## src/rtl/core/aemt_pkg.sv

```systemverilog
// Package: shared constants, codes and types of the multiturn tracker.
package aemt_pkg;

    localparam int POSITION_BITS_DEF  = 10;
    localparam int FRAME_BITS_DEF     = 16;
    localparam int REV_COUNT_BITS_DEF = 24;

    localparam int THR_BITS       = 10;
    localparam int MPR_BITS       = 22;
    localparam int CFG_INDEX_BITS = 2;
    localparam int CFG_DATA_BITS  = 22;
    localparam int QUEUE_DEPTH    = 2;

    localparam logic [THR_BITS-1:0] WRAP_HIGH_RESET = 10'd900;
    localparam logic [THR_BITS-1:0] WRAP_LOW_RESET  = 10'd100;
    localparam logic [MPR_BITS-1:0] MPR_RESET       = 22'd65536;

    localparam logic [CFG_INDEX_BITS-1:0] CFG_WRAP_HIGH = 2'd0;
    localparam logic [CFG_INDEX_BITS-1:0] CFG_WRAP_LOW  = 2'd1;
    localparam logic [CFG_INDEX_BITS-1:0] CFG_MPR       = 2'd2;

    typedef enum logic [1:0] {
        WRAP_NONE = 2'd0,
        WRAP_FWD  = 2'd1,
        WRAP_BWD  = 2'd2
    } t_wrap;

    // Classification of one item, handed from front to back.
    typedef struct packed {
        t_wrap wrap;
        logic  first;
    } t_cls;

    typedef struct packed {
        logic [THR_BITS-1:0] high;
        logic [THR_BITS-1:0] low;
    } t_thr;

endpackage

```

## src/rtl/core/aemt_queue.sv

```systemverilog
// Small FIFO that decouples the front end from the back end.
module aemt_queue #(
    parameter int WIDTH = 8,
    parameter int DEPTH = aemt_pkg::QUEUE_DEPTH
) (
    input  logic             i_clk,
    input  logic             i_rst_n,
    input  logic             i_push,
    input  logic [WIDTH-1:0] i_data,
    input  logic             i_pop,
    output logic             o_full,
    output logic             o_valid,
    output logic [WIDTH-1:0] o_data
);

    localparam int PTR_W = (DEPTH > 1) ? $clog2(DEPTH) : 1;
    localparam int CNT_W = $clog2(DEPTH + 1);

    logic [WIDTH-1:0] r_mem [DEPTH];
    logic [PTR_W-1:0] r_wr, r_rd;
    logic [CNT_W-1:0] r_cnt;
    logic             do_push, do_pop;

    assign o_full  = (r_cnt == CNT_W'(DEPTH));
    assign o_valid = (r_cnt != '0);
    assign o_data  = r_mem[r_rd];
    assign do_push = i_push && !o_full;
    assign do_pop  = i_pop && o_valid;

    always_ff @(posedge i_clk) begin
        if (do_push) begin
            r_mem[r_wr] <= i_data;
        end
    end

    always_ff @(posedge i_clk) begin
        if (!i_rst_n) begin
            r_wr  <= '0;
            r_rd  <= '0;
            r_cnt <= '0;
        end else begin
            if (do_push) begin
                r_wr <= (r_wr == PTR_W'(DEPTH - 1)) ? '0 : r_wr + 1'b1;
            end
            if (do_pop) begin
                r_rd <= (r_rd == PTR_W'(DEPTH - 1)) ? '0 : r_rd + 1'b1;
            end
            if (do_push && !do_pop) begin
                r_cnt <= r_cnt + 1'b1;
            end else if (do_pop && !do_push) begin
                r_cnt <= r_cnt - 1'b1;
            end
        end
    end

endmodule

```

## config.mk

```make
export PLATFORM = sky130hd
export DESIGN_NAME = aemt_queue
export DESIGN_NICKNAME = d
export VERILOG_FILES = /design/src/rtl/core/aemt_pkg.sv /design/src/rtl/core/aemt_queue.sv
export SDC_FILE = /design/constraint.sdc
export NUM_CORES = 1
export LEC_CHECK = 0
export ABC_CLOCK_PERIOD_IN_PS = 2400
export BUFFER_PORTS_ARGS = -buffer_cell sky130_fd_sc_hd__buf_2
export CAP_MARGIN = 20
export CORE_MARGIN = 8
export CORE_UTILIZATION = 52
export CTS_CLUSTER_SIZE = 25
export DETAILED_ROUTE_END_ITERATION = 6
export HOLD_SLACK_MARGIN = 0.12
export PLACE_DENSITY_LB_ADDON = 0.12
export SETUP_SLACK_MARGIN = 0.1
export SYNTH_ARGS = -nofsm -noshare
export SYNTH_HDL_FRONTEND = slang
export SYNTH_SLANG_ARGS = --single-unit
```

## constraint.sdc

```tcl
create_clock -name i_clk -period 2.4 [get_ports i_clk]
set_input_delay 0.24 -clock i_clk [delete_from_list [all_inputs] [get_ports i_clk]]
set_output_delay 0.24 -clock i_clk [all_outputs]
set_load 0.005 [all_outputs]
```

==> results of run 1 <==
==> metrics by stage <==
stage / worst slack (ns) / utilization (%) / power, mW / hold slack (ns)
floorplan: 0.913 / - / 0.691 / 0.339
global placement: 0.844 / 62.9 / 0.788 / 0.430
detailed placement: 0.846 / 62.9 / 0.793 / 0.432
CTS: 0.764 / 69.6 / 0.966 / 0.123
global route: 0.698 / 69.6 / 1.02 / 0.126
finish: 0.797 / 69.6 / 0.953 / 0.133
==> layout by cell type, fill, tap and decap left out <==
| cell type | instances |
|---|---|
| sky130_fd_sc_hd__buf_2 | 21 |
| sky130_fd_sc_hd__edfxtp_1 | 16 |
| sky130_fd_sc_hd__mux2_2 | 8 |
| sky130_fd_sc_hd__dlygate4sd3_1 | 7 |
| sky130_fd_sc_hd__dfxtp_1 | 5 |
| sky130_fd_sc_hd__nor2_1 | 4 |
| sky130_fd_sc_hd__inv_1 | 3 |
| sky130_fd_sc_hd__xor2_1 | 3 |
| sky130_fd_sc_hd__clkbuf_4 | 3 |
| sky130_fd_sc_hd__o21ai_0 | 2 |
| sky130_fd_sc_hd__or2_2 | 1 |
| sky130_fd_sc_hd__nand2b_1 | 1 |
| sky130_fd_sc_hd__and3_1 | 1 |
| sky130_fd_sc_hd__nor3_2 | 1 |
| sky130_fd_sc_hd__a21boi_0 | 1 |
| sky130_fd_sc_hd__o21a_1 | 1 |
| sky130_fd_sc_hd__or3_1 | 1 |
| sky130_fd_sc_hd__a21oi_1 | 1 |
| sky130_fd_sc_hd__ha_1 | 1 |
| sky130_fd_sc_hd__clkinv_2 | 1 |
==> registers in the layout, summed over array words and instances (netlist names), named ones only <==
| register | cells |
|---|---|
| r_cnt | 2 |
| r_mem | 16 |
| r_rd | 1 |
| r_wr | 1 |
==> worst reg2reg max path, delay by kind of cell (launching register included) <==
kind,cells,cell delay (ns)
compound gates,1,0.14
fa+ha+maj,1,0.26
buf+inv,1,0.07
flops,1,0.41
simple gates,3,0.63
==> cell type report <==
cell class                 count  area [um2]  share of cell area [%]
inverter                       3        11.3                    1.10
timing repair buffer          28         175                    17.1
tap                           16        20.0                    1.96
sequential                    21         581                    56.7
clock inverter                 1        5.00                   0.489
clock buffer                   3        22.5                    2.20
multi-input combinational     26         209                    20.4
==> kinds of logic after synthesis <==
group	after synthesis
mux	8
fa+ha+maj	1
buf+inv	4
flops	21
simple gates	9
compound gates	5
xor+xnor	3
==> final timing paths <==
check	endpoint	slack, ns	cells after the start
worst min-delay path	r_mem[0][0]$_DFFE_PP_	0.13	1
worst min register to register	r_rd$_SDFFE_PN0P_	0.54	2
worst max register to register	r_cnt[1]$_SDFFE_PN0P_	0.84	6
worst max-delay path	o_data[4]	0.80	2
==> metal layers <==
layer | global-route usage (%) | share of wire (%) | vias to the layer above
met3 | 3.88 | 6.2 | 4
met1 | 10.3 | 41 | 224
met2 | 16.0 | 51 | 12
met5 | 0 | 0 | -
met4 | 6.34 | 1.6 | 0
li1 | - | - | 247
==> power breakdown <==
part | switching (mW) | internal [mW] | leakage, nW | total, mW
Sequential | 0.0474 | 0.464 | 0.191 | 0.512
Combinational | 0.124 | 0.154 | 0.216 | 0.278
Clock | 0.101 | 0.0622 | 0.0177 | 0.163
==> results.txt, run 1 <==
The flow ran to the end, and the final reports show no timing, DRC or antenna violations. By area, the combinational part of the netlist is dominated by multiplexers. The number of instances in the synthesized netlist came out at 51. The final-report max-slew violation count came out at 0. The floorplan has 14 rows.

The total routing resource utilization after global routing came out at 9.87%. The proportion of synthesized chip area in sequential cells is 72.0%. The total number of vias came out at just under 500.

The arithmetic-cell share of the synthesized area counting full adders, half adders and majority gates is 1.55%. The initial utilization of the core area, before any placement, comes to between 50% and 60%. Post-CTS repair changed the size of 0 cells.

The core box area came out at 0.00147 mm2. Summed over all instances, the cell type with the most area after synthesis is sky130_fd_sc_hd__edfxtp_1. The fraction of final layout cells sized beyond drive strength 1 is ~43%.

The number of buffers on the longest clock path is 2. The number of hold buffers added after CTS is 7. From synthesis to final layout, the design area changed by 27.0%. The worst hold path belongs to the class primary input to flop. Once layout is complete, the cells apart from fillers number 98.

The total count of hold-check failures in the final report came out at 0. The pin count of the biggest net entering global routing is 13. TritonCTS built the clock tree.

For the worst setup path, the data arrival time is 1.36 ns. The via density per instance came out at 4.97. The global-route wire length before repair came out at about 2.4 mm. The largest individual stage delay along the critical path comes from the cell sky130_fd_sc_hd__dfxtp_1.

The summed negative setup slack over all endpoints is 0 ns. The multiplexer area fraction after synthesis came out at around 11%. The type of element launching the critical path is a flop. Across the VDD grid, the largest voltage drop is 0.655 mV. Summed over all layers, the routed wires come to 1.40 mm. The tree built by TritonCTS fans out to 21 sinks. The final standard cell area without fillers came out at 0.00102 mm2. Synthesis produced a netlist with a net count of 64. The number of antenna violations at the first check in global routing is 0. The netlist uses 17 different library cells. The antenna diode instance count is 0.

The vertical extent of the die is 55.4 um. The worst hold path startpoint is i_data[0]. The number of top-level pins came out at 22. The ratio of total power to cell area is between 900 and 1000 mW/mm2. The number of iterations in the first detailed-routing pass came out at 4. The critical path is of the flop to primary output type. The insertion delay to the later sink of the worst-skew pair is roughly 0.3 ns. The number of H-tree levels came out at 1. The synthesized netlist devotes 6.21% of its cell area to simple gates. The slew of the pin with the lowest slew margin came out at about 0.7 ns. During synthesis, Yosys emitted a total of 0 warnings. The post-detailed-route wirelength per cell is 14.3 um. The count of maximum capacitance violations is 0.

By instance count, the leading cell after synthesis is sky130_fd_sc_hd__edfxtp_1. By count the netlist is led by sky130_fd_sc_hd__edfxtp_1 (16), sky130_fd_sc_hd__mux2_2 (8), sky130_fd_sc_hd__dfxtp_1 (5). The number of flip-flops and latches in the synthesized netlist is 21. The signal on the critical path passes through mux2_2, buf_2.

At the end of routability-driven placement, the weighted congestion stood at ~0.68. In this run the post-CTS setup repair buffer count came out at 0. Dividing the synthesized area by the synthesized cell count gives 15.8 um2. After the last flow step, the layout net total stands at 96. The total clock buffers created by CTS is 3.

The tightest slew margin relative to the limit came out at 53.0%. The minimum clock period after layout came out at 1.60 ns. The number of global-route vias before repair is approximately 520.

Together, buffers and inverters on the worst path number 1. Once placement finished, the instance area stood at just over 900 um2. The number of fill cells in the layout is 110. Counting flops with an async set or reset pin after synthesis yields a share of 0%.

The final cycle utilization of the critical path came out at 66.8%. The final setup skew is 0.00197 ns. The register clock-pin slew on the reported worst setup and hold paths is 0.11 ns. The cell area that synthesis handed to floorplanning was ~810 um2. The start of the worst register-to-register path is r_cnt[0]$_SDFFE_PN0P_. The standby leakage power came out at 0.424 nW. The compound-cell area share of the yosys netlist is under 10%. In this run the tool buffered the top-level ports with 21 buffer cells. The family of cells with the greatest summed delay on the critical path is flip-flops. The worst path required time came out at 2.16 ns. The number of design rule violations left after detail routing came out at 0. The biggest cell delay along the critical path came out at 0.55 ns. The die footprint is 0.00307 mm2. The remaining number of nets flagged by the antenna check after routing is 0. The number of violations reported at the end of detailed-routing iteration 0 is 3. By area the synthesized netlist is led by sky130_fd_sc_hd__edfxtp_1 (60%), sky130_fd_sc_hd__dfxtp_1 (12%), sky130_fd_sc_hd__mux2_2 (11%). The die width is 55.4 um. The count of endpoints failing setup in the final report is 0. The number of flops mapped to enable cells by yosys is 16. STA classifies the critical path endpoint as a primary output.

The detailed-placement wirelength estimate came out at ~980 um. The total overflow left after global routing is 0. Along the worst path, the maximum fanout reaches 8. Setup repair after global routing left no endpoint under its margin.

The fmax came out at ~0.62 GHz. The portion of synthesized cell area occupied by the leading cell type came out at 59.6%. Summing the areas of all xor and xnor instances in the mapped netlist gives 3.26% of the synthesized area.

The clock root buffer master is sky130_fd_sc_hd__clkbuf_4. The most used flip-flop cell after synthesis is sky130_fd_sc_hd__edfxtp_1. The number of placed instances, taps included, is 87.
No activity file was read; power rests on OpenSTA's default activity.
==> run 2: changes to the inputs <==
--- a/config.mk
+++ b/config.mk
@@ -5,11 +5,11 @@
 export SDC_FILE = /design/constraint.sdc
 export NUM_CORES = 1
 export LEC_CHECK = 0
-export ABC_CLOCK_PERIOD_IN_PS = 2400
+export ABC_CLOCK_PERIOD_IN_PS = 1650
 export BUFFER_PORTS_ARGS = -buffer_cell sky130_fd_sc_hd__buf_2
 export CAP_MARGIN = 20
 export CORE_MARGIN = 8
-export CORE_UTILIZATION = 52
+export CORE_UTILIZATION = 49
 export CTS_CLUSTER_SIZE = 25
 export DETAILED_ROUTE_END_ITERATION = 6
 export HOLD_SLACK_MARGIN = 0.12
==> constraint.sdc (replaced) <==
create_clock -name i_clk -period 1.65 [get_ports i_clk]
set_input_delay 0.165 -clock i_clk [delete_from_list [all_inputs] [get_ports i_clk]]
set_output_delay 0.165 -clock i_clk [all_outputs]
set_load 0.005 [all_outputs]
==> results.txt, run 2 (synthesis gave the netlist of run 1 again) <==
The antenna diode instance count is 0 (unchanged). The most common library cell in the layout ignoring fill and taps is sky130_fd_sc_hd__buf_2 (unchanged). The tightest slew margin relative to the limit is 75.2% (was 53.0%). Cells traversed along the worst timing path: nand2b_4, inv_2, nor2_1, ha_1, or3_4, a21oi_2 (was mux2_2, buf_2). The global-route wire length before repair came out at 2.41 mm (was 2.39 mm). The count of endpoints failing setup in the final report is 0 (unchanged). The type of element launching the critical path is a flop (unchanged). The number of iterations in the first detailed-routing pass was 2 (was 4).

The library cell contributing the largest single delay on the critical path is sky130_fd_sc_hd__or3_4 (was sky130_fd_sc_hd__dfxtp_1). The slack of the worst reg-to-reg path came out at 0.13 ns (was 0.84 ns). The count of buffers added by post-CTS timing repair for setup came to 0 (unchanged). The TritonCTS clock tree is yes (unchanged).

The number of cells on the worst hold path came out at 3 (was 1). The insertion delay to the later sink of the worst-skew pair is 0.28 ns (was 0.30 ns). The portion of total power attributed to combinational logic came to 32.3% (was 29.2%).

The switching power is 0.407 mW (was 0.273 mW). The sequential cell area is 587 um2 (was 581 um2). The number of fill cells in the layout is 117 (was 110).

The number of rows created at floorplan is 14 (unchanged). The final setup skew is 0.00131 ns (was 0.00197 ns). The total routing resource utilization after global routing is 9.59% (was 9.87%). The global-route congestion overflow total is 0 (unchanged).

For the finished layout, the period the worst path requires is around 1.5 ns. The core box area is 0.00152 mm2 (was 0.00147 mm2). The ratio of total power to cell area came out at 1350 mW/mm2 (was 931 mW/mm2). The number of antenna violations at the first check in global routing came out at 0 (unchanged).

The final net count came out at 100 (was 96). Status: finished clean (unchanged). The number of H-tree levels came out at 1 (unchanged). The detailed-placement wirelength estimate is 973 um (was 978 um).

The arrival time of the worst setup path came out at 1.75 ns (was 1.36 ns). The share of total power consumed by net switching was 27.9% (was 28.6%). The area taken by multi-input logic gates came to 225 um2 (was 209 um2). The remaining number of nets flagged by the antenna check after routing came out at 0 (unchanged). The final-report max-slew violation count is 0 (unchanged). The routability congestion estimate came out at 0.729 (was 0.684). The critical path capture point type is a flop (was primary output).

The clock power share is 15.6% (was 17.1%). The number of violations reported at the end of detailed-routing iteration 0 was 4 (was 3). The fraction of final layout cells sized beyond drive strength 1 came out at 50.0% (was 42.7%). The relative area change from synthesis to final layout is 34.0% (was 27.0%). The number of design rule violations left after detail routing came out at 0 (unchanged). The highest net fanout along the worst path came to 5 (was 8).

The number of buffers on the longest clock path came out at 2 (unchanged). The die footprint came out at 0.00320 mm2 (was 0.00307 mm2). The via density per instance came to 5.06 (was 4.97). The worst hold path startpoint was i_push (was i_data[0]).

The flip-flop count of the largest register after layout is 16 (unchanged). The start of the worst register-to-register path is r_cnt[0]$_SDFFE_PN0P_ (unchanged). The final cycle utilization of the critical path came out at 92.4%. The worst hold slack after final layout is 0.269 ns (was 0.133 ns). The biggest cell delay along the critical path was 0.40 ns (was 0.55 ns).

The worst-case vdd ir drop is 0.759 mV (was 0.655 mV). The capturing point of the worst reg2reg path is r_cnt[1]$_SDFFE_PN0P_ (unchanged). The total number of vias came to 516 (was 487). The total count of hold-check failures in the final report came to 0 (unchanged). The register clock-pin slew on the reported worst setup and hold paths is 0.10 ns (was 0.11 ns). The die width was 56.6 um (was 55.4 um).

The standby leakage power is 0.443 nW (was 0.424 nW). The count of maximum capacitance violations came out at 0 (unchanged). The worst path required time came out at 1.87 ns (was 2.16 ns). The total clock buffers created by CTS came out at 3 (unchanged). The total internal power came out at 1.05 mW (was 0.680 mW). The sequential cell fraction of total power came out at 52.1% (was 53.7%). The worst setup path category is flop to flop (was flop to primary output). Commonest cells after routing, fill and taps aside: sky130_fd_sc_hd__buf_2 (21), sky130_fd_sc_hd__edfxtp_1 (16), sky130_fd_sc_hd__dlygate4sd3_1 (9), sky130_fd_sc_hd__mux2_2 (8), sky130_fd_sc_hd__nor2_1 (4) (was sky130_fd_sc_hd__buf_2 (21), sky130_fd_sc_hd__edfxtp_1 (16), sky130_fd_sc_hd__mux2_2 (8), sky130_fd_sc_hd__dlygate4sd3_1 (7), sky130_fd_sc_hd__dfxtp_1 (5)). The summed negative setup slack over all endpoints is 0 ns (unchanged). The pin count of the biggest net entering global routing came out at 12 (was 13). The number of clock sinks came to 21 (unchanged). The clock root buffer master is sky130_fd_sc_hd__clkbuf_4 (unchanged).

The largest register by flop count was r_mem (unchanged). The effective utilization at floorplan was 52.9% (was 54.8%). In this run the worst setup path begins at r_cnt[0]$_SDFFE_PN0P_. The slew of the pin with the lowest slew margin is 0.372 ns (was 0.702 ns). The number of top-level pins is 22 (unchanged). The vertical extent of the die came to 56.6 um (was 55.4 um). The fmax is roughly 0.66 GHz.

The post-detailed-route wirelength per cell is 14.0 um (was 14.3 um). The path type of the worst min-delay path was primary input to flop (unchanged). The quantity of I/O buffers inserted on ports came to 21 (unchanged).

Top flop regs: r_mem x16, r_cnt x2 (unchanged). The length in cells of the worst reg-to-reg path came to 6 (unchanged). The wire length after detailed routing came out at 1.42 mm (was 1.40 mm).

The number of global-route vias before repair is 562 (was 522). The endpoint of the worst hold path was r_wr$_SDFFE_PN0N_ (was r_mem[0][0]$_DFFE_PP_). RSZ-0062 raised after global routing: yes (was no).
run 2: cell types whose count changed in the layout (fill, tap and decap cells not counted), sizes merged:
cell	previous run	this run
buf	21	23
clkbuf	3	4
clkinv	1	0
dlygate4sd3	7	9
run 2: worst max-delay path by stage:
stage	to	slack (ns)	cells past startpoint
3_3_place_gp	r_cnt[1]$_SDFFE_PN0P_	0.14	6
6_report	r_cnt[1]$_SDFFE_PN0P_	0.13	6
5_1_grt	r_cnt[1]$_SDFFE_PN0P_	0.06	6
4_1_cts	o_data[1]	0.11	2
3_5_place_dp	r_cnt[1]$_SDFFE_PN0P_	0.08	6
2_1_floorplan	r_cnt[1]$_SDFFE_PN0P_	0.16	6
run 2: metal layers:
metal / vias to the layer above / global-route usage [%] / share of wire, %
met3: 2 / 2.92 / 4.6
met1: 246 / 9.73 / 40
met4: 0 / 4.12 / 0.63
li1: 256 / - / -
met5: - / 0 / 0
met2: 12 / 17.4 / 55
run 2: final cells by class:
type | instances | share of cell area (%)
flip-flops and latches | 21 | 54.3
inverters | 3 | 1.04
multi-input cells | 26 | 20.9
clock buffers | 4 | 2.43
well taps | 16 | 1.85
repair buffers | 32 | 19.5
run 2: critical path: cells and delay by family, from the launching register on:
family	cells	cell delay (ns)
AO/OA/AOI/OAI	1	0.13
buffers and inverters	1	0.07
AND/OR/NAND/NOR	3	0.59
flip-flops	1	0.37
adder cells (fa/ha/maj)	1	0.31
run 2: timing repair:
| action | 4_1_cts | 5_1_grt |
|---|---|---|
| hold buffers | 9 | 0 |
| hold endpoints to repair | 17 | 0 |
| resized for setup | 2 | 7 |
| endpoints found under the setup margin | 1 | 9 |
| pin swaps | 0 | 0 |
run 2: power by group through the flow:
stage	registers (mW)	clock network [mW]	logic, mW
floorplan	0.718	0	0.288
global placement	0.754	0	0.412
detailed placement	0.754	0	0.417
CTS	0.745	0.240	0.438
global route	0.776	0.265	0.529
finish	0.761	0.227	0.472
run 2: per-stage QoR:
| step | area [um2] | power, mW | instances | utilization (%) | setup slack, ns |
|---|---|---|---|---|---|
| after floorplan | 806 | 1.01 | 51 | - | 0.163 |
| after CTS | 1060 | 1.42 | 102 | 69.5 | 0.107 |
| after global placement | 941 | 1.17 | 89 | 61.7 | 0.137 |
| final | 1080 | 1.46 | 102 | 70.9 | 0.126 |
| after global routing | 1080 | 1.57 | 102 | 70.9 | 0.0638 |
| after detailed placement | 941 | 1.17 | 89 | 61.7 | 0.0819 |
