--- src/rtl/core/aemt_pkg.sv ---
// Package: shared constants, codes and types of the multiturn tracker.
package aemt_pkg;

    localparam int POSITION_BITS_DEF  = 10;
    localparam int FRAME_BITS_DEF     = 16;
    localparam int REV_COUNT_BITS_DEF = 24;

    localparam int THR_BITS       = 10;
    localparam int MPR_BITS       = 22;
    localparam int CFG_INDEX_BITS = 2;
    localparam int CFG_DATA_BITS  = 22;
    localparam int QUEUE_DEPTH    = 2;

    localparam logic [THR_BITS-1:0] WRAP_HIGH_RESET = 10'd900;
    localparam logic [THR_BITS-1:0] WRAP_LOW_RESET  = 10'd100;
    localparam logic [MPR_BITS-1:0] MPR_RESET       = 22'd65536;

    localparam logic [CFG_INDEX_BITS-1:0] CFG_WRAP_HIGH = 2'd0;
    localparam logic [CFG_INDEX_BITS-1:0] CFG_WRAP_LOW  = 2'd1;
    localparam logic [CFG_INDEX_BITS-1:0] CFG_MPR       = 2'd2;

    typedef enum logic [1:0] {
        WRAP_NONE = 2'd0,
        WRAP_FWD  = 2'd1,
        WRAP_BWD  = 2'd2
    } t_wrap;

    // Classification of one item, handed from front to back.
    typedef struct packed {
        t_wrap wrap;
        logic  first;
    } t_cls;

    typedef struct packed {
        logic [THR_BITS-1:0] high;
        logic [THR_BITS-1:0] low;
    } t_thr;

endpackage

--- src/rtl/core/aemt_front.sv ---
// Front end: accepts frames, extracts position and classifies wrap crossings.
module aemt_front #(
    parameter int POSITION_BITS = aemt_pkg::POSITION_BITS_DEF,
    parameter int FRAME_BITS    = aemt_pkg::FRAME_BITS_DEF
) (
    input  logic                     i_clk,
    input  logic                     i_rst_n,
    input  logic                     i_in_valid,
    input  logic [FRAME_BITS-1:0]    i_raw_frame,
    input  aemt_pkg::t_thr           i_thr,
    input  logic                     i_q_full,
    output logic                     o_in_stall,
    output logic                     o_push,
    output logic [POSITION_BITS-1:0] o_pos,
    output aemt_pkg::t_cls           o_cls
);

    localparam int CMP_W = (POSITION_BITS > aemt_pkg::THR_BITS) ?
                           POSITION_BITS : aemt_pkg::THR_BITS;

    logic                     r_taken;
    logic [POSITION_BITS-1:0] r_prev;
    logic [POSITION_BITS-1:0] pos;
    logic [CMP_W-1:0]         prev_c, pos_c, hi_c, lo_c;
    logic                     accept;

    assign accept     = i_in_valid && !i_q_full;
    assign o_in_stall = i_q_full;
    assign o_push     = accept;
    assign pos        = i_raw_frame[POSITION_BITS-1:0];
    assign o_pos      = pos;

    assign prev_c = CMP_W'(r_prev);
    assign pos_c  = CMP_W'(pos);
    assign hi_c   = CMP_W'(i_thr.high);
    assign lo_c   = CMP_W'(i_thr.low);

    // forward test has priority when both hold
    always_comb begin
        o_cls.first = 1'b0;
        o_cls.wrap  = aemt_pkg::WRAP_NONE;
        if (!r_taken) begin
            o_cls.first = 1'b1;
        end else if (prev_c >= hi_c && pos_c <= lo_c) begin
            o_cls.wrap = aemt_pkg::WRAP_FWD;
        end else if (prev_c <= lo_c && pos_c >= hi_c) begin
            o_cls.wrap = aemt_pkg::WRAP_BWD;
        end
    end

    always_ff @(posedge i_clk) begin
        if (!i_rst_n) begin
            r_taken <= 1'b0;
            r_prev  <= '0;
        end else if (accept) begin
            r_taken <= 1'b1;
            r_prev  <= pos;
        end
    end

endmodule

--- config.mk ---
export PLATFORM = sky130hd
export DESIGN_NAME = aemt_front
export DESIGN_NICKNAME = d
export VERILOG_FILES = /design/src/rtl/core/aemt_pkg.sv /design/src/rtl/core/aemt_front.sv
export SDC_FILE = /design/constraint.sdc
export NUM_CORES = 1
export LEC_CHECK = 0
export BUFFER_PORTS_ARGS = -buffer_cell sky130_fd_sc_hd__buf_4
export CAP_MARGIN = 20
export CELL_PAD_IN_SITES_DETAIL_PLACEMENT = 1
export CELL_PAD_IN_SITES_GLOBAL_PLACEMENT = 2
export CORE_MARGIN = 10
export CORE_UTILIZATION = 24
export DETAILED_ROUTE_END_ITERATION = 16
export GPL_TIMING_DRIVEN = 1
export PLACE_DENSITY_LB_ADDON = 0.15
export SYNTH_ARGS = -nofsm -noshare
export SYNTH_HDL_FRONTEND = slang
export SYNTH_SLANG_ARGS = --single-unit
--- constraint.sdc ---
create_clock -name i_clk -period 1.5 [get_ports i_clk]
set_input_delay 0.15 -clock i_clk [delete_from_list [all_inputs] [get_ports i_clk]]
set_output_delay 0.15 -clock i_clk [all_outputs]
set_load 0.05 [all_outputs]
==> results of run 1 <==
worst reg2reg max path, delay by kind of cell, from the launching register on:
family / cells / cell delay [ps]
AND/OR/NAND/NOR: 1 / 50
flip-flops: 1 / 380
AO/OA/AOI/OAI: 1 / 180
registers in the layout (all words and copies together), names as in the netlist:
signal / flops
r_taken: 1
prev_c: 10
final cells by class:
type | count | area, um2 | area share [%]
Clock buffer | 4 | 45.0 | 2.05
Sequential cell | 11 | 235 | 10.7
Tap cell | 72 | 90.1 | 4.09
Inverter | 24 | 90.1 | 4.09
Timing Repair Buffer | 73 | 559 | 25.4
Multi-Input combinational cell | 131 | 1180 | 53.7
per-layer routing:
| metal | global-route usage [%] | vias to the layer above | routed length [um] |
|---|---|---|---|
| met2 | 20.3 | 28 | 2710 |
| li1 | - | 734 | - |
| met4 | 3.04 | 0 | 52 |
| met1 | 10.5 | 674 | 1890 |
| met3 | 1.70 | 5 | 147 |
| met5 | 0 | - | 0 |
stage by stage:
stage	instances	setup TNS (ps)
6_report	315	-1110
5_1_grt	315	-1280
4_1_cts	315	-1210
3_5_place_dp	311	-989
3_3_place_gp	311	-897
2_1_floorplan	180	-560
worst max path at each step:
stage              start        to  slack [ps]
5_1_grt        prev_c[7]  o_cls[2]        -680
3_5_place_dp    i_thr[5]  o_cls[2]        -550
6_report       prev_c[7]  o_cls[2]        -590
4_1_cts        prev_c[0]  o_cls[2]        -620
3_3_place_gp   prev_c[0]  o_cls[2]        -490
2_1_floorplan  prev_c[4]  o_cls[2]        -410
kinds of logic (layout without fill, tap and decap cells):
logic type	after synthesis	in the layout	synth area share (%)
AO/OA/AOI/OAI	43	43	21.2
adder cells (fa/ha/maj)	40	40	35.4
buffers and inverters	38	101	13.0
flip-flops	11	11	15.6
AND/OR/NAND/NOR	48	48	14.9
power by group:
group	switching, mW	internal, mW
clock network	0.132	0.188
logic	0.287	0.255
registers	0.0161	0.305
total	0.435	0.748
Yosys cell counts:
cell type and n:
sky130_fd_sc_hd__ha_1 40, sky130_fd_sc_hd__nand2_1 28, sky130_fd_sc_hd__inv_1 24, sky130_fd_sc_hd__a21oi_1 12, sky130_fd_sc_hd__a21boi_0 11, sky130_fd_sc_hd__buf_4 11
sky130_fd_sc_hd__dfxtp_1 11, sky130_fd_sc_hd__a21o_1 6, sky130_fd_sc_hd__nor2_1 6, sky130_fd_sc_hd__nand4_1 5, sky130_fd_sc_hd__a211oi_1 4, sky130_fd_sc_hd__nand3_1 4
sky130_fd_sc_hd__o21ai_0 4, sky130_fd_sc_hd__clkbuf_1 3, sky130_fd_sc_hd__nand2b_1 2, sky130_fd_sc_hd__nor2b_1 2, sky130_fd_sc_hd__a2111oi_2 1, sky130_fd_sc_hd__a211oi_2 1
sky130_fd_sc_hd__a21oi_2 1, sky130_fd_sc_hd__a22oi_2 1, sky130_fd_sc_hd__and2_1 1, sky130_fd_sc_hd__o2111ai_1 1, sky130_fd_sc_hd__o21ai_1 1
repair_timing:
| action | in CTS | in global routing |
|---|---|---|
| pin swaps | 5 | 7 |
| gates resized for setup | 12 | 5 |
| endpoints found under the setup margin | 2 | 2 |
| endpoints found under the hold margin | 0 | 0 |
==> results.md, run 1 <==
- The flow ran to the end, but the final reports show violations.
- The final reports fail on setup timing.
- The number of hold violations in the final report came to 0.
- The worst path buffer plus inverter count is 2.
- Power spread over the standard cell area amounts to 537 mW/mm2.
- In the final routed layout, each cell accounts on average for 15.2 um.
- STA classifies the critical path endpoint as an output pin.
- The total power of the final layout is 1.18 mW.
- Summed over all cells, the static leakage comes to 1.10 nW.
- Counting every instance in the synthesized netlist gives 180.
- The clock tree skew after final layout is 0 ps.
- Across the run, the number of max-cap violations was 0.
- The slowest stage of the critical path is the sky130_fd_sc_hd__dfxtp_2 cell.
- The kind of cell with the highest combined delay along the critical path is compound AO/OA/AOI/OAI gates.
- The kind of critical path is reg2out.
- At the end of routability-driven placement, the weighted congestion stood at 0.789.
- The minimum clock period after layout is 2090 ps.
- The signal on the critical path passes through ha_4, a21o_1, a21o_1, a21oi_2, a22oi_2, buf_4, a2111oi_4, buf_6.
- The number of cells on the worst hold path is 3.
- Setup slack on the critical path of the routed design comes to -588 ps.
- The startpoint identified for the worst hold timing path is i_raw_frame[2].
- The peak clock frequency supported by timing is 479 MHz.
- When the netlist entered floorplanning its net count stood at 260.
- From bottom edge to top edge, the die measures 96.8 um.
- The starting density of the core is 25.2%.
- The maximum fanout along the worst path is 3.
- Setup repair after global routing could not meet its margin everywhere.
- Leaving out fill and tap cells, the most frequent cell in the layout is sky130_fd_sc_hd__buf_4.
- The data required time at the worst endpoint is 1350 ps.
- Leaving out fill and tap cells, the most frequent cells in the layout are 71 x sky130_fd_sc_hd__buf_4, 31 x sky130_fd_sc_hd__ha_1, 27 x sky130_fd_sc_hd__nand2_1.
- The half-perimeter wire length after detailed placement is 4290 um.
- By area the synthesized netlist is led by sky130_fd_sc_hd__ha_1 35%, sky130_fd_sc_hd__dfxtp_1 16%, sky130_fd_sc_hd__nand2_1 7.4%.
- The final-layout fill cell count is 705.
- In this run the cell area measured after placement is 0.00207 mm2.
- From synthesis to final layout, the design area changed by 55.6%.
- In this run the standard cell core region covers 0.00561 mm2.
- The maximum clock path buffer count is 2.
- Entering global routing, the biggest net connects 12 pins.
- The synthesized area per cell is 7.86 um2.
- The die is 96.8 um wide.
- CTS built an H-tree with a depth of 1.
- The CTS clock-pin slew for the worst setup and hold paths is 50 ps.
- Once layout is complete, the utilization of the core stands at 39.3%.
- The via count of the first global-routing pass is 1676.
- Measured against its own limit, the worst slew margin works out to 71.5%.
- In the final design database the tool counted 324 nets.
- The depth of the critical timing path with buffers and inverters included is 8.
- The number of rows in the core area is 27.
- The area of the die is 0.00937 mm2.
- The highest ir drop seen on vdd is 0.000223 V.
- Global routing used 10.2% of the available tracks across all layers.
- At the later pin of the worst-skew pair, clock insertion delay measures 240 ps.
- The count of antenna-violating nets left after detailed routing is 0.
- The Yosys step of the flow raised 0 warnings.
- The worst hold endpoint is prev_c[2].
- The leading area contributor after synthesis is sky130_fd_sc_hd__ha_1.
- At the placement stage, the worst setup path has a slack of -554 ps.
- The number of antenna violations at the first check in global routing was 0.
- The global-route wire length before repair is 8040 um.
- The worst path arrival time is 1940 ps.
- For this block, the initial DRC count from the detailed router was 21.
- The first TritonRoute pass finished after 4 iterations.
- TritonCTS built the clock tree.
- Yosys mapped the design onto 23 distinct sky130hd cell types.
- The sequential fraction of the synthesis area is 15.6%.
- The post-detailed-routing wire length is 4800 um.
- The final setup violation count is 2.
- The worst setup path is launched from a flop.
- The top-level I/O count is 55.
- The worst flop-to-flop path startpoint is prev_c[1].
- Across all register-to-register paths, the minimum setup slack is 790 ps.
- The tightest hold path in the finished design has a slack of 197 ps.
- Port buffering added 48 buffers.
- The actual slew at the worst max-slew pin is 425 ps.
- Of the cells placed in the final design, the portion with a size suffix greater than 1 is 44.9%.
- Global routing finished with a remaining overflow of 0.
- Buffers inserted to repair hold after CTS numbered 0.
- The via count normalized by instance count is 4.57.
- The tree is rooted in a sky130_fd_sc_hd__clkbuf_8.
- The path class of the tightest hold or removal check is in2reg.
- For this design, the sink count on the clock tree is 11.
- After synthesis the netlist holds a flip-flop and latch count of 11.
- The number of clock buffers inserted by TritonCTS is 3.
- The overall via count from detail_route is 1441.
- The depth of the most critical reg-to-reg path is 2.
- The endpoint identified for the worst register-to-register timing path is prev_c[1].
- The largest single stage delay on the critical path is 340 ps.
- The final non-filler cell area is 0.00220 mm2.
- The total count of max-transition violations in the final report was 0.
- The post-synthesis instance area is 0.00142 mm2.
- The post-CTS repair timing setup buffer count is 0.
- For this run, design rule violations remaining after detail routing come to 0.
- The final clock period utilization by the worst path is 139%.
- Of the post-synthesis cell area, the dominant cell type holds 35.4%.
- The final antenna diode count is 0.
- The cell that appears most often on the critical path is sky130_fd_sc_hd__a21o_1.
Note: power is estimated with default switching activity, not from simulation.
==> inputs of run 2 (changes only) <==
==> constraint.sdc (replaced) <==
create_clock -name i_clk -period 1.9 [get_ports i_clk]
set_input_delay 0.19 -clock i_clk [delete_from_list [all_inputs] [get_ports i_clk]]
set_output_delay 0.19 -clock i_clk [all_outputs]
set_load 0.05 [all_outputs]
==> results.md, run 2 (synthesis results as in run 1) <==
- Routability-driven placement finished with a final weighted congestion of 0.808.
- In this run the number of H-tree levels came out at 1.
- Buffers placed on the I/O ports in this run total 48.
- The worst setup path is captured at an output pin.
- The final reports fail on setup timing.
- The minimum clock period after layout is 2130 ps.
- STA classifies the critical path startpoint as a flop.
- TritonCTS built the clock tree.
- Wires add up to 4910 um.
- Setup repair after global routing could not meet its margin everywhere.
- The via count normalized by instance count is 4.56.
- The clock net in this run drives a total of 11 sinks.
- The number of antenna violations at the first check in global routing is 0.
- The flip-flop count of the largest register after layout is 10.
- Data on the critical path is required at its endpoint by 1710 ps.
- The slowest stage of the critical path is the sky130_fd_sc_hd__dfxtp_4 cell.
- In this run the horizontal extent of the chip is 96.8 um.
- The via count of the first global-routing pass is 1709.
- The count of antenna-violating nets left after detailed routing is 0.
- The static power due to leakage is 1.12 nW.
- The critical path is of the reg2out type.
- The register with the most flip-flops is prev_c.
- The flow ran to the end, but the final reports show violations.
- Entering global routing, the biggest net connects 12 pins.
- The tool flagged a number of max-cap violations equal to 0.
- The overall overflow remaining after global route is 0.
- The final-layout setup total negative slack is -372 ps.
- The number of rows in the core area is 27.
- In this run the worst path has a maximum fanout of 3.
- The half-perimeter wire length after detailed placement is 4200 um.
- Post-CTS timing repair inserted 0 buffers for setup.
- The worst-case IR drop observed on VDD is 0.000162 V.
- In this run, the number of DRC markers left after iteration 0 of detailed routing was 32.
- The total area inside the core boundary comes to 0.00561 mm2.
- Walking the worst path, the cells encountered are ha_4, a21oi_2, nand2_1, a211oi_2, o21ai_2, a2111oi_4, buf_6.
- The top cell types in the final layout, fill and taps aside, are 73 x sky130_fd_sc_hd__buf_4, 31 x sky130_fd_sc_hd__ha_1, 28 x sky130_fd_sc_hd__nand2_1.
- At the worst endpoint, the arrival time is 1940 ps.
- Buffers inserted during clock tree synthesis total 3.
- For the pin with the worst max-slew slack, the measured transition is 457 ps.
- After detailed routing, the average wire length per cell comes to 15.4 um.
- In the final layout, the share of cells above drive strength 1 is 46.3%.
- The relative slew slack is 69.5%.
- The layout has 700 filler cells.
- Broken down by cell family, the worst path's largest delay share belongs to compound AO/OA/AOI/OAI gates.
- Relative to the synthesized area, the layout overhead comes to 58.2%.
- The area of the die is 0.00937 mm2.
- After clock tree synthesis, the clock-pin slew on the worst setup and hold paths is 60 ps.
- The peak clock frequency supported by timing is 469 MHz.
- The final clock period utilization by the worst path is 112%.
- In the final layout, the registers with the most flip-flops are prev_c: 10 flops, r_taken: 1 flops.
- For this run, the detailed router's first-pass iteration total came to 4.
- The final non-filler cell area is 0.00224 mm2.
- The initial utilization of the core area, before any placement, comes to 25.2%.
- The DRC violation count after routing is 0.
- The global router's overall resource usage is 10.3%.
- The power per unit of standard cell area is 424 mW/mm2.
- Summing all placed instances gives a cell area of 0.00202 mm2.
- The insertion delay of the later-clocked pin in the worst-skew pair is 240 ps.
- The count of hold buffers inserted by post-cts repair is 0.
- The top-level I/O count is 55.
- The maximum clock path buffer count is 2.
- The total power of the final layout is 0.948 mW.
- The master cell of the clock root buffer is sky130_fd_sc_hd__clkbuf_8.
- The post-layout net count is 327.
- The final antenna diode count is 0.
- The library cell used most frequently in the layout, excluding fill and tap cells, is sky130_fd_sc_hd__buf_4.
- The die boundary height is 96.8 um.
- The number of hold violations in the final report is 0.
- The total count of max-transition violations in the final report came to 0.
- Setup violations remaining at the end of the flow were counted as 2.
- The routed layout has 1451 vias.
- On the worst path, the slowest cell contributes a delay of 360 ps.
- The first global-routing pass estimated 8160 um of wire.
- In this run the worst hold path is classified as in2reg.
- On the final layout, the worst clock skew is 0 ps.
- The worst setup margin is -232 ps.
- The worst path buffer plus inverter count is 1.
==> run 2: changes by cell type in the layout (fill, tap and decap cells not counted), sizes merged <==
cell,before,now
buf,73,76
==> run 2: cell type report <==
| class | instances | area (um2) | share of cell area, % |
|---|---|---|---|
| repair buffers | 76 | 586 | 26.2 |
| flip-flops and latches | 11 | 233 | 10.4 |
| multi-input cells | 131 | 1190 | 53.4 |
| clock buffers | 4 | 45.0 | 2.01 |
| well taps | 72 | 90.1 | 4.02 |
| inverters | 24 | 90.1 | 4.02 |
==> run 2: stage by stage <==
stage               cells  util, %  setup WS, ps  hold slack [ps]
finish                318     39.9          -232              245
global route          318     39.9          -357              271
CTS                   318     39.0          -302              249
detailed placement    314     36.0          -372              495
global placement      314     36.0          -351              460
floorplan             180        -         -86.1              327
==> run 2: where the power goes <==
part	internal (mW)	total, mW	switching (mW)
Combinational	0.215	0.449	0.234
Sequential	0.242	0.253	0.0112
Clock	0.148	0.247	0.0986
Total	0.604	0.948	0.344
==> run 2: worst reg2reg max path: stages (launching register included) <==
cell,delay [ps]
sky130_fd_sc_hd__dfxtp_2,350
sky130_fd_sc_hd__buf_4,130
sky130_fd_sc_hd__nand2_1,60
sky130_fd_sc_hd__a21boi_0,150
==> run 2: final timing paths <==
check	from	endpoint	slack, ps	cells past startpoint
hold / removal	i_raw_frame[6]	prev_c[6]	250	3
hold reg to reg	prev_c[0]	prev_c[0]	490	2
setup reg to reg	prev_c[2]	prev_c[2]	1140	3
setup / recovery	prev_c[4]	o_cls[2]	-230	7
==> run 2: repair_timing <==
action,CTS,global route
resized for setup,26,9
endpoints found under the hold margin,0,0
endpoints found under the setup margin,2,2
pin swaps,15,5
==> run 2: per-layer routing <==
metal	vias to the layer above	wire [um]	global-route usage (%)
met3	5	154	1.85
li1	743	-	-
met2	32	2620	19.2
met1	671	2070	11.4
met4	0	59	3.04
met5	-	0	0
==> inputs of run 3 (changes only) <==
--- a/config.mk
+++ b/config.mk
@@ -6,11 +6,10 @@
 export NUM_CORES = 1
 export LEC_CHECK = 0
 export BUFFER_PORTS_ARGS = -buffer_cell sky130_fd_sc_hd__buf_4
-export CAP_MARGIN = 20
 export CELL_PAD_IN_SITES_DETAIL_PLACEMENT = 1
 export CELL_PAD_IN_SITES_GLOBAL_PLACEMENT = 2
 export CORE_MARGIN = 10
-export CORE_UTILIZATION = 24
+export CORE_UTILIZATION = 27
 export DETAILED_ROUTE_END_ITERATION = 16
 export GPL_TIMING_DRIVEN = 1
 export PLACE_DENSITY_LB_ADDON = 0.15
==> constraint.sdc (replaced) <==
create_clock -name i_clk -period 2.15 [get_ports i_clk]
set_input_delay 0.215 -clock i_clk [delete_from_list [all_inputs] [get_ports i_clk]]
set_output_delay 0.215 -clock i_clk [all_outputs]
set_load 0.05 [all_outputs]
==> results.md, run 3 (synthesis results as in run 1) <==
- The run finished, with violations left.
- The final reports fail on setup timing.
- The worst setup path is launched from a flop.
- The global-route wire length before repair is 7580 um.
- The count of nets left with antenna violations once routing finished came out at 0.
- The region available for standard cell placement spans 0.00511 mm2.
- The final clock period utilization by the worst path is 102%.
- In this run the worst path has a maximum fanout of 2.
- The data required time at the worst endpoint is 1930 ps.
- In the layout the commonest cells are 58 x sky130_fd_sc_hd__buf_4, 27 x sky130_fd_sc_hd__nand2_1, 27 x sky130_fd_sc_hd__ha_1.
- The die boundary width is 92.4 um.
- The flip-flop count of the largest register after layout is 10.
- The reported net switching power is 0.308 mW.
- The finished layout holds 300 standard cells, fillers aside.
- The post-route netlist has 47.4% of its cells at a drive strength greater than 1.
- During I/O placement, the number of pins put on the boundary was 55.
- The worst setup margin is -40.7 ps.
- The CTS clock-pin slew for the worst setup and hold paths is 60 ps.
- Setup repair after global routing could not meet its margin everywhere.
- The overall via count from detail_route is 1409.
- After clock tree synthesis, the flow added hold-fix buffers numbering 0.
- The number of antenna violations at the first check in global routing was 0.
- Power spread over the standard cell area amounts to 379 mW/mm2.
- The peak clock frequency supported by timing is 456 MHz.
- The port buffer count is 48.
- At the worst endpoint, the arrival time is 1980 ps.
- For this run the aggregate overflow at the end of global routing stands at 0.
- The worst hold endpoint is prev_c[5].
- The largest registers in the layout are prev_c: 10 flops, r_taken: 1 flops.
- The setup check on the worst reg-to-reg path leaves a slack of 1360 ps.
- The average detailed-routed wire length per instance is 15.5 um.
- In this run the number of H-tree levels came out at 1.
- The worst setup path is captured at an output pin.
- In this run, flip-flops and latches consume 27.3% of the power.
- The worst flop-to-flop path startpoint is prev_c[4].
- In this run the static leakage power is 1.04 nW.
- The repair_antennas step left the layout with diodes totalling 0.
- Leaving out fill and tap cells, the most frequent cell in the layout is sky130_fd_sc_hd__buf_4.
- The total count of max-transition violations in the final report is 0.
- Entering global routing, the biggest net connects 12 pins.
- The number of violations of the max-capacitance limit is 0.
- The critical hold path startpoint is i_raw_frame[5].
- The first-iteration detailed-routing DRC count is 19.
- IR analysis of the VDD net gives a maximum drop of 0.000319 V.
- The register with the most flip-flops is prev_c.
- Headroom to the max-slew limit came out at 80.6%.
- The number of rows in the core area is 26.
- For the finished layout, the period the worst path requires is 2190 ps.
- The number of placed instances, taps included, is 295.
- The final weighted congestion in routability-driven placement is 0.872.
- Of the total power, the share spent switching nets is 37.2%.
- The die boundary height is 92.4 um.
- The depth of the most critical reg-to-reg path is 3.
- Once the floorplan was initialized, standard cells occupied 27.7% of the core.
- The final-layout fill cell count is 629.
- After detailed routing, the number of remaining DRC violations is 0.
- Compared with the post-synthesis result, the final layout area differs by 54.6%.
- The detailed-router iteration count before antenna repair is 2.
- Setup violations remaining at the end of the flow were counted as 1.
- The CTS tree is yes.
- The internal power component is 0.520 mW.
- The net count of the finished layout is 311.
- The number of cells on the worst hold path is 3.
- The worst flop-to-flop path endpoint is prev_c[4].
- The root buffer cell chosen for the clock tree is sky130_fd_sc_hd__clkbuf_8.
- The area of the die is 0.00854 mm2.
- For the pin with the worst max-slew slack, the measured transition is 291 ps.
- The worst min-delay path class is in2reg.
- Counting along the longest clock path gives a buffer depth of 2.
- After detailed routing, the number of vias per cell comes to 4.70.
- The smallest hold slack is 258 ps.
- The clock net in this run drives a total of 11 sinks.
- The setup path with the least slack is of type reg2out.
- The global router's overall resource usage is 10.7%.
- The HPWL after detailed placement is 3860 um.
- In this run, CTS created clock tree buffers numbering 3.
- After detailed routing, the total wire length is 4660 um.
- The number of hold violations in the final report is 0.
- The clock network burns 26.7% of the power.
- The clock arrives with 0 ps of skew.
- The share of power burned in combinational logic is 46.0%.
- The via count of the first global-routing pass is 1576.
- For the worst-skew pair, the clock arrives at the later sink with an insertion delay of 240 ps.
run 3: cell count changes in the layout (fill, tap and decap cells not counted), moves of 2 or more:
cell,before,now
sky130_fd_sc_hd__buf_4,73,58
sky130_fd_sc_hd__dfxtp_2,4,6
sky130_fd_sc_hd__ha_1,31,27
sky130_fd_sc_hd__ha_4,9,13
sky130_fd_sc_hd__inv_1,23,21
sky130_fd_sc_hd__inv_2,1,3
run 3: worst max path at each step:
stage,start,end,slack [ps],depth (start not counted)
after floorplan,prev_c[4],o_cls[2],30,6
after global placement,i_raw_frame[2],o_cls[2],-130,11
after detailed placement,i_raw_frame[2],o_cls[2],-170,11
after CTS,prev_c[1],o_cls[1],-80,8
after global routing,prev_c[0],o_cls[1],-150,9
final,prev_c[0],o_cls[1],-40,9
run 3: worst max-delay path, cell delays in order (launching register included):
cell,delay (ps)
sky130_fd_sc_hd__dfxtp_2,330
sky130_fd_sc_hd__inv_2,50
sky130_fd_sc_hd__ha_4,270
sky130_fd_sc_hd__nor2b_4,40
sky130_fd_sc_hd__o21ai_2,160
sky130_fd_sc_hd__o2111ai_2,120
sky130_fd_sc_hd__a21o_1,180
sky130_fd_sc_hd__a22oi_2,250
sky130_fd_sc_hd__and2_4,200
sky130_fd_sc_hd__buf_8,140
run 3: timing repair:
action,4_1_cts,5_1_grt
gates cloned,0,0
setup buffers,0,2
endpoints found under the setup margin,2,2
pin swaps,17,17
resized for setup,34,17
run 3: layout make-up:
type                    instances  area, um2  area share, %
multi-input cells             131       1270           58.1
repair buffers                 60        462           21.1
flip-flops and latches         11        231           10.6
well taps                      70       87.6           4.00
inverters                      24       90.1           4.12
clock buffers                   4       45.0           2.06
run 3: metal layers:
layer / GRT usage, % / vias up / wire length (um)
li1: - / 716 / -
met1: 12.0 / 663 / 1880
met2: 19.6 / 28 / 2510
met3: 3.07 / 2 / 264
met4: 1.67 / 0 / 4
met5: 0 / - / 0
run 3: per-stage QoR:
| step | setup WS, ps | total power [mW] | TNS [ps] | util [%] | cell area [um2] |
|---|---|---|---|---|---|
| after global placement | -126 | 0.546 | -126 | 36.5 | 1860 |
| after floorplan | 29.4 | 0.427 | 0 | - | 1430 |
| after detailed placement | -174 | 0.558 | -205 | 36.5 | 1860 |
| final | -40.7 | 0.829 | -40.7 | 42.8 | 2190 |
| after CTS | -78.8 | 0.819 | -143 | 40.5 | 2070 |
| after global routing | -148 | 0.895 | -245 | 42.8 | 2190 |
run 3: power by group through the flow:
stage	registers (mW)	clock network, mW	logic, mW
6_report	0.226	0.221	0.382
4_1_cts	0.225	0.232	0.363
3_3_place_gp	0.226	0	0.320
2_1_floorplan	0.224	0	0.203
5_1_grt	0.227	0.242	0.426
3_5_place_dp	0.226	0	0.332
